--- config.mk ---
export PLATFORM = sky130hd
export DESIGN_NAME = pll_divider_search
export DESIGN_NICKNAME = d
export VERILOG_FILES = /design/src/design/pds_pkg.sv /design/src/design/pds_sdiv.sv /design/src/design/pll_divider_search.sv
export SDC_FILE = /design/constraint.sdc
export NUM_CORES = 2
export LEC_CHECK = 0
export BUFFER_PORTS_ARGS = -buffer_cell sky130_fd_sc_hd__buf_2
export CORE_MARGIN = 2
export CORE_UTILIZATION = 45
export CTS_BUF_LIST = sky130_fd_sc_hd__clkbuf_4 sky130_fd_sc_hd__clkbuf_8
export CTS_CLUSTER_SIZE = 12
export DETAILED_ROUTE_END_ITERATION = 7
export GPL_ROUTABILITY_DRIVEN = 0
export PLACE_DENSITY = 0.63
export SLEW_MARGIN = 15
export SYNTH_ARGS = -nofsm -noshare
export SYNTH_HDL_FRONTEND = slang
export SYNTH_SLANG_ARGS = --single-unit
--- constraint.sdc ---
create_clock -name i_clk -period 8.2 [get_ports i_clk]
set_input_delay 1.23 -clock i_clk [delete_from_list [all_inputs] [get_ports i_clk]]
set_output_delay 1.23 -clock i_clk [all_outputs]
set_load 0.01 [all_outputs]
--- src/design/pds_pkg.sv ---
// shared constants for the audio pll divider search
// no dependencies
package pds_pkg;

    // vco window in hz, scaled by 65536
    localparam logic [45:0] VCO_MIN_S = 46'd22937600000000;
    localparam logic [45:0] VCO_MAX_S = 46'd32768000000000;

    // width of the post divisor 2*code+4
    localparam int unsigned DIV_W = 7;

    // dividend width of the final serial divisions
    localparam int unsigned QNUM_W = 35;

endpackage

--- src/design/pds_sdiv.sv ---
// bit-serial restoring divider by a small divisor, one quotient bit per step
// depends on pds_pkg
module pds_sdiv #(
    parameter int unsigned NUM_W = 35
) (
    input  logic                         i_clk,
    input  logic                         i_load,
    input  logic                         i_step,
    input  logic [NUM_W-1:0]             i_num,
    input  logic [pds_pkg::DIV_W-1:0]    i_den,
    output logic [NUM_W-1:0]             o_quot
);

    logic [NUM_W-1:0]          r_num;
    logic [pds_pkg::DIV_W-1:0] r_rem;
    logic [pds_pkg::DIV_W:0]   w_trial;
    logic                      w_ge;

    // shift the next dividend bit into the partial remainder
    assign w_trial = {r_rem, r_num[NUM_W-1]};
    assign w_ge    = (w_trial >= {1'b0, i_den});

    always_ff @(posedge i_clk) begin
        if (i_load) begin
            r_num <= i_num;
            r_rem <= '0;
        end else if (i_step) begin
            r_num <= {r_num[NUM_W-2:0], w_ge};
            r_rem <= w_ge ? pds_pkg::DIV_W'(w_trial - {1'b0, i_den})
                          : w_trial[pds_pkg::DIV_W-1:0];
        end
    end

    assign o_quot = r_num;

endmodule

--- src/design/pll_divider_search.sv ---
// audio pll divider search top level
// depends on pds_pkg and pds_sdiv
//
// one target frequency in, one pll setting out. the block walks post divider
// codes 0..POST_DIV_MAX (outer) and integer parts 4..8 (inner). a candidate
// whose vco misses the window takes one step to form
// t = 2*f*div - xtal*(4+int), a restoring division of t by the crystal
// giving both fractional words, one clamp step, a shift-add multiply for
// the scaled vco, one evaluation step and a step to the next candidate.
// the first in-window candidate adds a take step. a later one adds a cross
// multiply against the best error so far and a decision step, and the take
// step when it is better. with the default 31 the search runs 160
// candidates. it is followed by a serial division for the achieved
// frequency and error and a load of the output register, which waits
// while a previous result is still stalled there. one item is taken at a
// time; the next target is taken once the result has been loaded into the
// output register, while it may still wait there. the user must write
// xtal_hz through i_cfg_we/i_cfg_data only while the block is idle; the
// block itself does not enforce this.
module pll_divider_search #(
    parameter int unsigned POST_DIV_MAX = 31
) (
    input  logic        i_clk,
    input  logic        i_rst_n,
    // configuration
    input  logic        i_cfg_we,
    input  logic [25:0] i_cfg_data,
    // input channel
    input  logic        i_in_valid,
    output logic        o_in_stall,
    input  logic [26:0] i_target_freq_hz,
    // output channel
    output logic        o_out_valid,
    input  logic        i_out_stall,
    output logic        o_found,
    output logic [7:0]  o_frac_low,
    output logic [7:0]  o_frac_high,
    output logic [3:0]  o_int_part,
    output logic [4:0]  o_post_div,
    output logic [25:0] o_achieved_freq_hz,
    output logic signed [27:0] o_freq_error_hz
);

    localparam int unsigned DW = pds_pkg::DIV_W;
    localparam int unsigned QW = pds_pkg::QNUM_W;

    typedef enum logic [11:0] {
        S_IDLE  = 12'b000000000001,
        S_T     = 12'b000000000010,
        S_DIV   = 12'b000000000100,
        S_CLAMP = 12'b000000001000,
        S_MUL   = 12'b000000010000,
        S_EVAL  = 12'b000000100000,
        S_CMP   = 12'b000001000000,
        S_DEC   = 12'b000010000000,
        S_TAKE  = 12'b000100000000,
        S_NEXT  = 12'b001000000000,
        S_FDIV  = 12'b010000000000,
        S_OUT   = 12'b100000000000
    } t_state;

    t_state r_state;

    logic [25:0] r_xtal;
    logic [26:0] r_f;
    logic [4:0]  r_pd;
    logic [3:0]  r_ip;
    logic [DW-1:0] r_div;
    logic [34:0] r_a;       // 2*f*div
    logic [29:0] r_b;       // xtal*(4+int)
    logic        r_neg;
    logic        r_sat;
    logic [25:0] r_rem;
    logic [15:0] r_q;
    logic [7:0]  r_s1;
    logic [7:0]  r_s0;
    logic [45:0] r_v;
    logic [41:0] r_xs;
    logic [15:0] r_mq;
    logic [51:0] r_ae;
    logic        r_sneg;
    logic [58:0] r_p1;
    logic [58:0] r_p2;
    logic [58:0] r_e1;
    logic [58:0] r_e2;
    logic [DW-1:0] r_m1;
    logic [DW-1:0] r_m2;
    logic [5:0]  r_cnt;
    logic        r_have;

    // best setting so far
    logic [51:0] r_best_err;
    logic [DW-1:0] r_best_div;
    logic [45:0] r_best_v;
    logic        r_best_sneg;
    logic [7:0]  r_best_s0;
    logic [7:0]  r_best_s1;
    logic [3:0]  r_best_ip;
    logic [4:0]  r_best_pd;

    // output register
    logic        r_o_valid;
    logic        r_o_found;
    logic [7:0]  r_o_lo;
    logic [7:0]  r_o_hi;
    logic [3:0]  r_o_ip;
    logic [4:0]  r_o_pd;
    logic [25:0] r_o_ach;
    logic [27:0] r_o_err;

    logic        w_in_xfer;
    logic        w_out_xfer;
    logic signed [36:0] w_t;
    logic        w_t_ge_x;
    logic [26:0] w_trial;
    logic        w_ge;
    logic [7:0]  w_lo_lim;
    logic        w_ip8;
    logic [7:0]  n_s1;
    logic [7:0]  n_s0;
    logic signed [52:0] w_sig;
    logic [51:0] w_ae;
    logic        w_in_win;
    logic        w_last_cand;
    logic        w_load_div;
    logic        w_step_div;
    logic [QW-1:0] w_q_ach;
    logic [QW-1:0] w_q_err;

    assign w_in_xfer  = i_in_valid && !o_in_stall;
    assign w_out_xfer = r_o_valid && !i_out_stall;
    assign o_in_stall = (r_state != S_IDLE);

    // t = 2*f*div - xtal*(4+int), sign and integer part of t/xtal
    assign w_t      = $signed({2'b0, r_a}) - $signed({7'b0, r_b});
    assign w_t_ge_x = (w_t[35:0] >= {10'b0, r_xtal});

    // restoring division step of t by the crystal
    assign w_trial = {r_rem, 1'b0};
    assign w_ge    = (w_trial >= {1'b0, r_xtal});

    // clamp of the fractional words
    assign w_ip8    = (r_ip == 4'd8);
    assign w_lo_lim = (r_ip == 4'd4) ? 8'd192 : 8'd0;

    always_comb begin
        n_s1 = r_q[15:8];
        n_s0 = r_q[7:0];
        if (r_neg) begin
            n_s1 = w_lo_lim;
            n_s0 = 8'd0;
        end else if (r_sat) begin
            n_s1 = w_ip8 ? 8'd128 : 8'd255;
            n_s0 = w_ip8 ? 8'd0 : 8'd255;
        end else if (r_q[15:8] < w_lo_lim) begin
            n_s1 = w_lo_lim;
            n_s0 = 8'd0;
        end else if (w_ip8 && r_q[15:8] >= 8'd128) begin
            // top integer part stops at half with the low word cleared
            n_s1 = 8'd128;
            n_s0 = 8'd0;
        end
    end

    // signed error scaled by 2^17*div, and the vco window
    assign w_sig    = $signed({2'b0, r_a, 16'b0}) - $signed({7'b0, r_v});
    assign w_ae     = w_sig[52] ? 52'(53'sd0 - w_sig) : w_sig[51:0];
    assign w_in_win = (r_v >= pds_pkg::VCO_MIN_S) && (r_v <= pds_pkg::VCO_MAX_S);

    assign w_last_cand = w_ip8 && (r_pd == 5'(POST_DIV_MAX));
    assign w_load_div  = (r_state == S_NEXT) && w_last_cand;
    assign w_step_div  = (r_state == S_FDIV);

    // achieved frequency: floor((v >> 17) / div)
    pds_sdiv #(.NUM_W(QW)) u_div_ach (
        .i_clk  (i_clk),
        .i_load (w_load_div),
        .i_step (w_step_div),
        .i_num  ({6'b0, r_best_v[45:17]}),
        .i_den  (r_best_div),
        .o_quot (w_q_ach)
    );

    // error magnitude: floor((|err| >> 17) / div)
    pds_sdiv #(.NUM_W(QW)) u_div_err (
        .i_clk  (i_clk),
        .i_load (w_load_div),
        .i_step (w_step_div),
        .i_num  (r_best_err[51:17]),
        .i_den  (r_best_div),
        .o_quot (w_q_err)
    );

    // configuration register
    always_ff @(posedge i_clk) begin
        if (!i_rst_n) begin
            r_xtal <= 26'd40000000;
        end else if (i_cfg_we) begin
            r_xtal <= i_cfg_data;
        end
    end

    // search sequencer
    always_ff @(posedge i_clk) begin
        if (!i_rst_n) begin
            r_state <= S_IDLE;
            r_have  <= 1'b0;
            r_cnt   <= '0;
        end else begin
            unique case (r_state)
                S_IDLE: begin
                    if (w_in_xfer) begin
                        r_f     <= i_target_freq_hz;
                        r_pd    <= '0;
                        r_ip    <= 4'd4;
                        r_div   <= DW'(4);
                        r_a     <= {5'b0, i_target_freq_hz, 3'b0};
                        r_b     <= {1'b0, r_xtal, 3'b0};
                        r_have  <= 1'b0;
                        r_state <= S_T;
                    end
                end
                S_T: begin
                    r_neg   <= w_t[36];
                    r_sat   <= !w_t[36] && w_t_ge_x;
                    r_rem   <= w_t[25:0];
                    r_q     <= '0;
                    r_cnt   <= '0;
                    r_state <= S_DIV;
                end
                S_DIV: begin
                    r_rem <= w_ge ? 26'(w_trial - {1'b0, r_xtal}) : w_trial[25:0];
                    r_q   <= {r_q[14:0], w_ge};
                    r_cnt <= r_cnt + 6'd1;
                    if (r_cnt == 6'd15) begin
                        r_state <= S_CLAMP;
                    end
                end
                S_CLAMP: begin
                    r_s1    <= n_s1;
                    r_s0    <= n_s0;
                    r_v     <= {r_b, 16'b0};
                    r_xs    <= {16'b0, r_xtal};
                    r_mq    <= {n_s1, n_s0};
                    r_cnt   <= '0;
                    r_state <= S_MUL;
                end
                S_MUL: begin
                    if (r_mq[0]) begin
                        r_v <= r_v + {4'b0, r_xs};
                    end
                    r_xs  <= {r_xs[40:0], 1'b0};
                    r_mq  <= {1'b0, r_mq[15:1]};
                    r_cnt <= r_cnt + 6'd1;
                    if (r_cnt == 6'd15) begin
                        r_state <= S_EVAL;
                    end
                end
                S_EVAL: begin
                    r_ae   <= w_ae;
                    r_sneg <= w_sig[52];
                    r_p1   <= '0;
                    r_p2   <= '0;
                    r_e1   <= {7'b0, w_ae};
                    r_e2   <= {7'b0, r_best_err};
                    r_m1   <= r_best_div;
                    r_m2   <= r_div;
                    r_cnt  <= '0;
                    if (!w_in_win) begin
                        r_state <= S_NEXT;
                    end else if (!r_have) begin
                        r_state <= S_TAKE;
                    end else begin
                        r_state <= S_CMP;
                    end
                end
                S_CMP: begin
                    // ae*best_div against best_err*div, one multiplier bit a cycle
                    if (r_m1[0]) begin
                        r_p1 <= r_p1 + r_e1;
                    end
                    if (r_m2[0]) begin
                        r_p2 <= r_p2 + r_e2;
                    end
                    r_e1  <= {r_e1[57:0], 1'b0};
                    r_e2  <= {r_e2[57:0], 1'b0};
                    r_m1  <= {1'b0, r_m1[DW-1:1]};
                    r_m2  <= {1'b0, r_m2[DW-1:1]};
                    r_cnt <= r_cnt + 6'd1;
                    if (r_cnt == 6'(DW - 1)) begin
                        r_state <= S_DEC;
                    end
                end
                S_DEC: begin
                    // strictly smaller only, so the earliest of equal errors stays
                    r_state <= (r_p1 < r_p2) ? S_TAKE : S_NEXT;
                end
                S_TAKE: begin
                    r_have      <= 1'b1;
                    r_best_err  <= r_ae;
                    r_best_div  <= r_div;
                    r_best_v    <= r_v;
                    r_best_sneg <= r_sneg;
                    r_best_s0   <= r_s0;
                    r_best_s1   <= r_s1;
                    r_best_ip   <= r_ip;
                    r_best_pd   <= r_pd;
                    r_state     <= S_NEXT;
                end
                S_NEXT: begin
                    r_cnt <= '0;
                    if (w_last_cand) begin
                        r_state <= S_FDIV;
                    end else if (w_ip8) begin
                        r_pd    <= r_pd + 5'd1;
                        r_div   <= r_div + DW'(2);
                        r_a     <= r_a + {6'b0, r_f, 2'b0};
                        r_ip    <= 4'd4;
                        r_b     <= {1'b0, r_xtal, 3'b0};
                        r_state <= S_T;
                    end else begin
                        r_ip    <= r_ip + 4'd1;
                        r_b     <= r_b + {4'b0, r_xtal};
                        r_state <= S_T;
                    end
                end
                S_FDIV: begin
                    r_cnt <= r_cnt + 6'd1;
                    if (r_cnt == 6'(QW - 1)) begin
                        r_state <= S_OUT;
                    end
                end
                S_OUT: begin
                    // wait until the output register is free
                    if (!r_o_valid || !i_out_stall) begin
                        r_state <= S_IDLE;
                    end
                end
                default: begin
                    r_state <= S_IDLE;
                end
            endcase
        end
    end

    // output register, a nothing-found result is all zero
    always_ff @(posedge i_clk) begin
        if (!i_rst_n) begin
            r_o_valid <= 1'b0;
        end else if ((r_state == S_OUT) && (!r_o_valid || !i_out_stall)) begin
            r_o_valid <= 1'b1;
        end else if (w_out_xfer) begin
            r_o_valid <= 1'b0;
        end
    end

    always_ff @(posedge i_clk) begin
        if ((r_state == S_OUT) && (!r_o_valid || !i_out_stall)) begin
            r_o_found <= r_have;
            r_o_lo    <= r_have ? r_best_s0 : 8'd0;
            r_o_hi    <= r_have ? r_best_s1 : 8'd0;
            r_o_ip    <= r_have ? r_best_ip : 4'd0;
            r_o_pd    <= r_have ? r_best_pd : 5'd0;
            r_o_ach   <= r_have ? w_q_ach[25:0] : 26'd0;
            r_o_err   <= !r_have ? 28'd0
                       : r_best_sneg ? 28'(QW'(0) - w_q_err) : w_q_err[27:0];
        end
    end

    assign o_out_valid        = r_o_valid;
    assign o_found            = r_o_found;
    assign o_frac_low         = r_o_lo;
    assign o_frac_high        = r_o_hi;
    assign o_int_part         = r_o_ip;
    assign o_post_div         = r_o_pd;
    assign o_achieved_freq_hz = r_o_ach;
    assign o_freq_error_hz    = $signed(r_o_err);

`ifndef SYNTH
    // a kept setting always lies inside the vco window
    a_best_in_window: assert property (@(posedge i_clk) disable iff (!i_rst_n)
        r_have |-> (r_best_v >= pds_pkg::VCO_MIN_S && r_best_v <= pds_pkg::VCO_MAX_S))
        else $error("kept setting outside vco window");

    // a found result carries an integer part of 4..8
    a_found_int: assert property (@(posedge i_clk) disable iff (!i_rst_n)
        (o_out_valid && o_found) |-> (o_int_part >= 4'd4 && o_int_part <= 4'd8))
        else $error("found result with bad integer part");

    // nothing found gives an all-zero result
    a_empty_zero: assert property (@(posedge i_clk) disable iff (!i_rst_n)
        (o_out_valid && !o_found) |-> (o_frac_low == 8'd0 && o_frac_high == 8'd0 &&
        o_int_part == 4'd0 && o_post_div == 5'd0 && o_achieved_freq_hz == 26'd0 &&
        o_freq_error_hz == 28'sd0))
        else $error("empty result not zero");

    // an accepted target starts a fresh search
    a_start: assert property (@(posedge i_clk) disable iff (!i_rst_n)
        w_in_xfer |=> (r_state == S_T && !r_have && r_pd == 5'd0 && r_ip == 4'd4))
        else $error("search did not start cleanly");
`endif

endmodule
==> impl_results.md <==
- Hold Fails Final Rpt: 0
- Avg WL per Cell: 19.6 microns
- M3 GR Usage: 3.26%
- Core area: 118,000 sq um
- Final Slew Violations: 0
- Post-DP HPWL: 103,000 microns
- Initial antenna violation count: 3
- R2R setup slack: 2.62 ns
- Critical Path AT: 6.19 ns
- Async S/R FF share, synth: 0%
- Origin of the critical flop-to-flop path: r_a[2]$_SDFFCE_PP0P_
- Synthesized area per cell: 10.0 sq um
- Clock root buffer: clkbuf_8
- Sequential share of power: 49.9%
- Clock Power Share: 42.5%
- Startpoint types: flop
- Cells after Synth: 5,328
- RSZ-0062 raised after global routing: false
- Slew headroom: 26.4%
- Router iterations before antenna repair: 6
- WP data required: 8.81 ns
- Area delta synth->final: 10.5%
- Status: completed
- Fillers: 10,900
- Tot GR Track Use: 22.8%
- Total power: 0.0101 W
- Critical Path Start: r_a[2]$_SDFFCE_PP0P_
- GR peak layer: met2
- Final setup vio count: 0
- Leakage power: 23.8 nW
- Yosys warns: 0
- CP top delay family: compound AO/OA/AOI/OAI gates
- Period utilization: 68.0%
- Most used DFF post-synth: edfxtp_1
- Routed vias: 39,900
- Met2 Use GR: 36.9%
- Final WL: 140,000 microns
- # hold bufs at CTS: 0
- CP endpoint: r_sat$_DFFE_PP_
- Post-DP Area: 55,800 sq um
- Fraction of layout cells with a size suffix above 1: 9.31%
- Die Height: 348 microns
- Buf+Inv Stages, Crit Path: 0
- Post-Syn Area: 53,400 sq um
- Final net count: 5,956
- Clk sink count: 895
- Critical path capture point type: flop
- Min cycle time layout: 5.58 ns
- Worst path depth: 17
- Sequential area share after synthesis: 49.1%
- Global-route wire length before repair: 217,000 microns
- Syn nets: 5,794
- Die ar.: 121,000 sq um
- Unique masters post-synth: 92
- Final ANT Viol Nets: 0
- CTS H-tree lvls: 4
- Vias in the first global route: 38,700
- Post-route cell area: 59,000 sq um
- Total CTS buffers: 159
- Critical path fanouts, max: 3
- Row cnt: 126
- Worst-Skew Late Latency: 0.86 ns
- Post-route DRC: 0
- FMAX: 0.179 GHz
- Net Sw Frac: 25.0%
- Synthesis-stage register bit count: 895
- Met1 Use GR: 30.9%
- CTS tree: yes
- DRT iter0 DRCs: 3,316
- FF-to-FF path depth: 17
- Setup TNS Final: 0 ns
- I/O Buffers: 139
- Reg-to-reg critical path endpoint: r_sat$_DFFE_PP_
- Worst-path cell chain: ha_1 > or3b_2 > a211oi_1 > o31a_1 > nor4_1 > o41ai_1 > a221oi_1 > o21bai_1 > a21o_1 > xor2_1 > ha_1 > a2111oi_0 > o2111ai_1 > a2111oi_0 > nand3_1 > nor3_1 > a21oi_1
- Pin count of the biggest net entering global routing: 97
- VDD IR max: 0.146 mV
- Pwr/cell area: 171 nW/um^2
- Slowest CP cell: o41ai_1
- Crit path kind: reg2reg
- GR Overflow Total: 0
- Critical path's largest stage delay: 0.61 ns
- Max Buffers Root-to-Sink: 3
- Clock-pin slew on the worst setup and hold paths: 0.06 ns
- Internal Pwr Total: 0.00759 W
- Switching power: 0.00253 W
- Ports: 140
- EDFF count, synth: 829
- Maxcap violations: 0
- Setup bufs post-CTS: 0
- PostCTS Resize Cnt: 0
- Routed vias/inst: 5.57
- Worst-margin pin slew: 1.10 ns
- Tightest Hold Check Type: reg2reg
- Comb power frac: 7.6%
- DIE WIDTH: 348 microns
- Worst Clk Skew: 0.0570 ns
- Starting Density: 45.3%
[power groups by stage]
stage                     Combinational [W]  Sequential (W)  Clock (W)
after floorplan                    0.000567         0.00512          0
after global placement             0.000742         0.00514          0
after detailed placement           0.000756         0.00514          0
after CTS                          0.000761         0.00505    0.00440
after global routing               0.000858         0.00505    0.00459
final                              0.000768         0.00505    0.00430
[layout make-up]
cell class	count	area, sq um	share of cell area, %
sequential	895	26200	44.4
antenna	3	7.51	0.0127
clock inverter	72	592	1.00
inverter	253	952	1.61
timing repair buffer	179	996	1.69
tap	1536	1920	3.26
clock buffer	215	2640	4.47
multi-input combinational	4002	25700	43.5
[registers in the layout, indices dropped and copies added (netlist names), 26 cells and up]
signal,cells
o_achieved_freq_hz,26
o_freq_error_hz,28
r_a,33
r_ae,52
r_b,30
r_best_err,52
r_best_v,29
r_e1,59
r_e2,59
r_f,27
r_p1,59
r_p2,59
r_rem,26
r_v,46
r_xs,42
r_xtal,26
u_div_ach.o_quot,35
u_div_err.o_quot,35
[cell families after synthesis]
kind of cell	Yosys count	share of synthesized area [%]
AOI/OAI and AO/OA	1232	14.3
adders and majority gates	408	9.64
buffers and inverters	431	3.06
and+or+nand+nor	1954	17.0
xor gates and xnor gates	363	5.95
muxes	44	0.883
other	1	0.00702
DFF	895	49.1
[Yosys cell counts, types with 17 or more instances]
library cell / n / area [sq um]
nor4_1: 20 / 125
a21oi_1: 366 / 1830
xor2_1: 134 / 1170
edfxtp_1: 829 / 24900
a31oi_1: 31 / 194
nand2b_1: 54 / 338
and2_1: 159 / 995
o211ai_1: 33 / 248
o21bai_1: 46 / 345
clkbuf_1: 164 / 616
nor2_1: 483 / 1810
ha_1: 402 / 5030
dfxtp_1: 66 / 1320
a21o_1: 196 / 1470
xnor2_1: 229 / 2010
mux2i_1: 25 / 250
nor3_1: 87 / 435
mux2_2: 17 / 191
o21a_1: 45 / 338
o31ai_1: 40 / 300
a211oi_1: 23 / 173
and3_1: 38 / 238
inv_1: 252 / 946
or2_2: 24 / 150
nor2b_1: 55 / 344
or3_1: 33 / 206
nand3_1: 95 / 475
o21ai_0: 329 / 1650
nand2_1: 762 / 2860
nand4_1: 64 / 400
[routing by layer]
| metal | share of wire [%] | up-vias |
|---|---|---|
| met5 | 0.0064 | - |
| met4 | 3.5 | 2 |
| met3 | 5.5 | 232 |
| met2 | 46 | 1034 |
| met1 | 45 | 19100 |
| li1 | - | 19500 |
[worst min path at each step]
stage                  startpoint                        to  depth (start not counted)
3_5_place_dp   r_ae[12]$_DFFE_PP_  r_best_err[12]$_DFFE_PP_                          0
4_1_cts        r_ae[42]$_DFFE_PP_  r_best_err[42]$_DFFE_PP_                          0
6_report       r_ae[42]$_DFFE_PP_  r_best_err[42]$_DFFE_PP_                          0
3_3_place_gp   r_ae[51]$_DFFE_PP_  r_best_err[51]$_DFFE_PP_                          0
5_1_grt        r_ae[25]$_DFFE_PP_  r_best_err[25]$_DFFE_PP_                          0
2_1_floorplan   r_ae[0]$_DFFE_PP_   r_best_err[0]$_DFFE_PP_                          0
[per-stage QoR]
step / setup WS (ns) / utilization (%) / hold slack (ns) / std cells
after global routing: 2.32 / 50.0 / 0.398 / 7155
after global placement: 2.76 / 47.3 / 0.401 / 6865
final: 2.62 / 50.0 / 0.379 / 7155
after floorplan: 2.02 / - / 0.400 / 5328
after CTS: 2.72 / 50.0 / 0.379 / 7152
after detailed placement: 2.72 / 47.3 / 0.405 / 6865
[placed cells by master, fill, tap and decap left out, types with 17 or more instances in the layout]
| cell type | netlist | routed |
|---|---|---|
| edfxtp_1 | 829 | 829 |
| nand2_1 | 762 | 761 |
| nor2_1 | 483 | 479 |
| ha_1 | 402 | 402 |
| a21oi_1 | 366 | 362 |
| o21ai_0 | 329 | 328 |
| inv_1 | 252 | 250 |
| xnor2_1 | 229 | 229 |
| a21o_1 | 196 | 196 |
| clkbuf_8 | 0 | 164 |
| and2_1 | 159 | 158 |
| buf_2 | 5 | 139 |
| xor2_1 | 134 | 134 |
| nand3_1 | 95 | 93 |
| nor3_1 | 87 | 87 |
| dfxtp_1 | 66 | 65 |
| nand4_1 | 64 | 64 |
| nor2b_1 | 55 | 55 |
| nand2b_1 | 54 | 54 |
| clkbuf_4 | 0 | 51 |
| o21bai_1 | 46 | 46 |
| o21a_1 | 45 | 44 |
| o31ai_1 | 40 | 40 |
| buf_4 | 1 | 40 |
| clkinv_1 | 1 | 38 |
| and3_1 | 38 | 36 |
| or3_1 | 33 | 33 |
| o211ai_1 | 33 | 33 |
| a31oi_1 | 31 | 31 |
| mux2i_1 | 25 | 25 |
| or2_2 | 24 | 24 |
| a211oi_1 | 23 | 22 |
| nor4_1 | 20 | 19 |
| mux2_2 | 17 | 17 |
(Power assumes the default switching activity.)
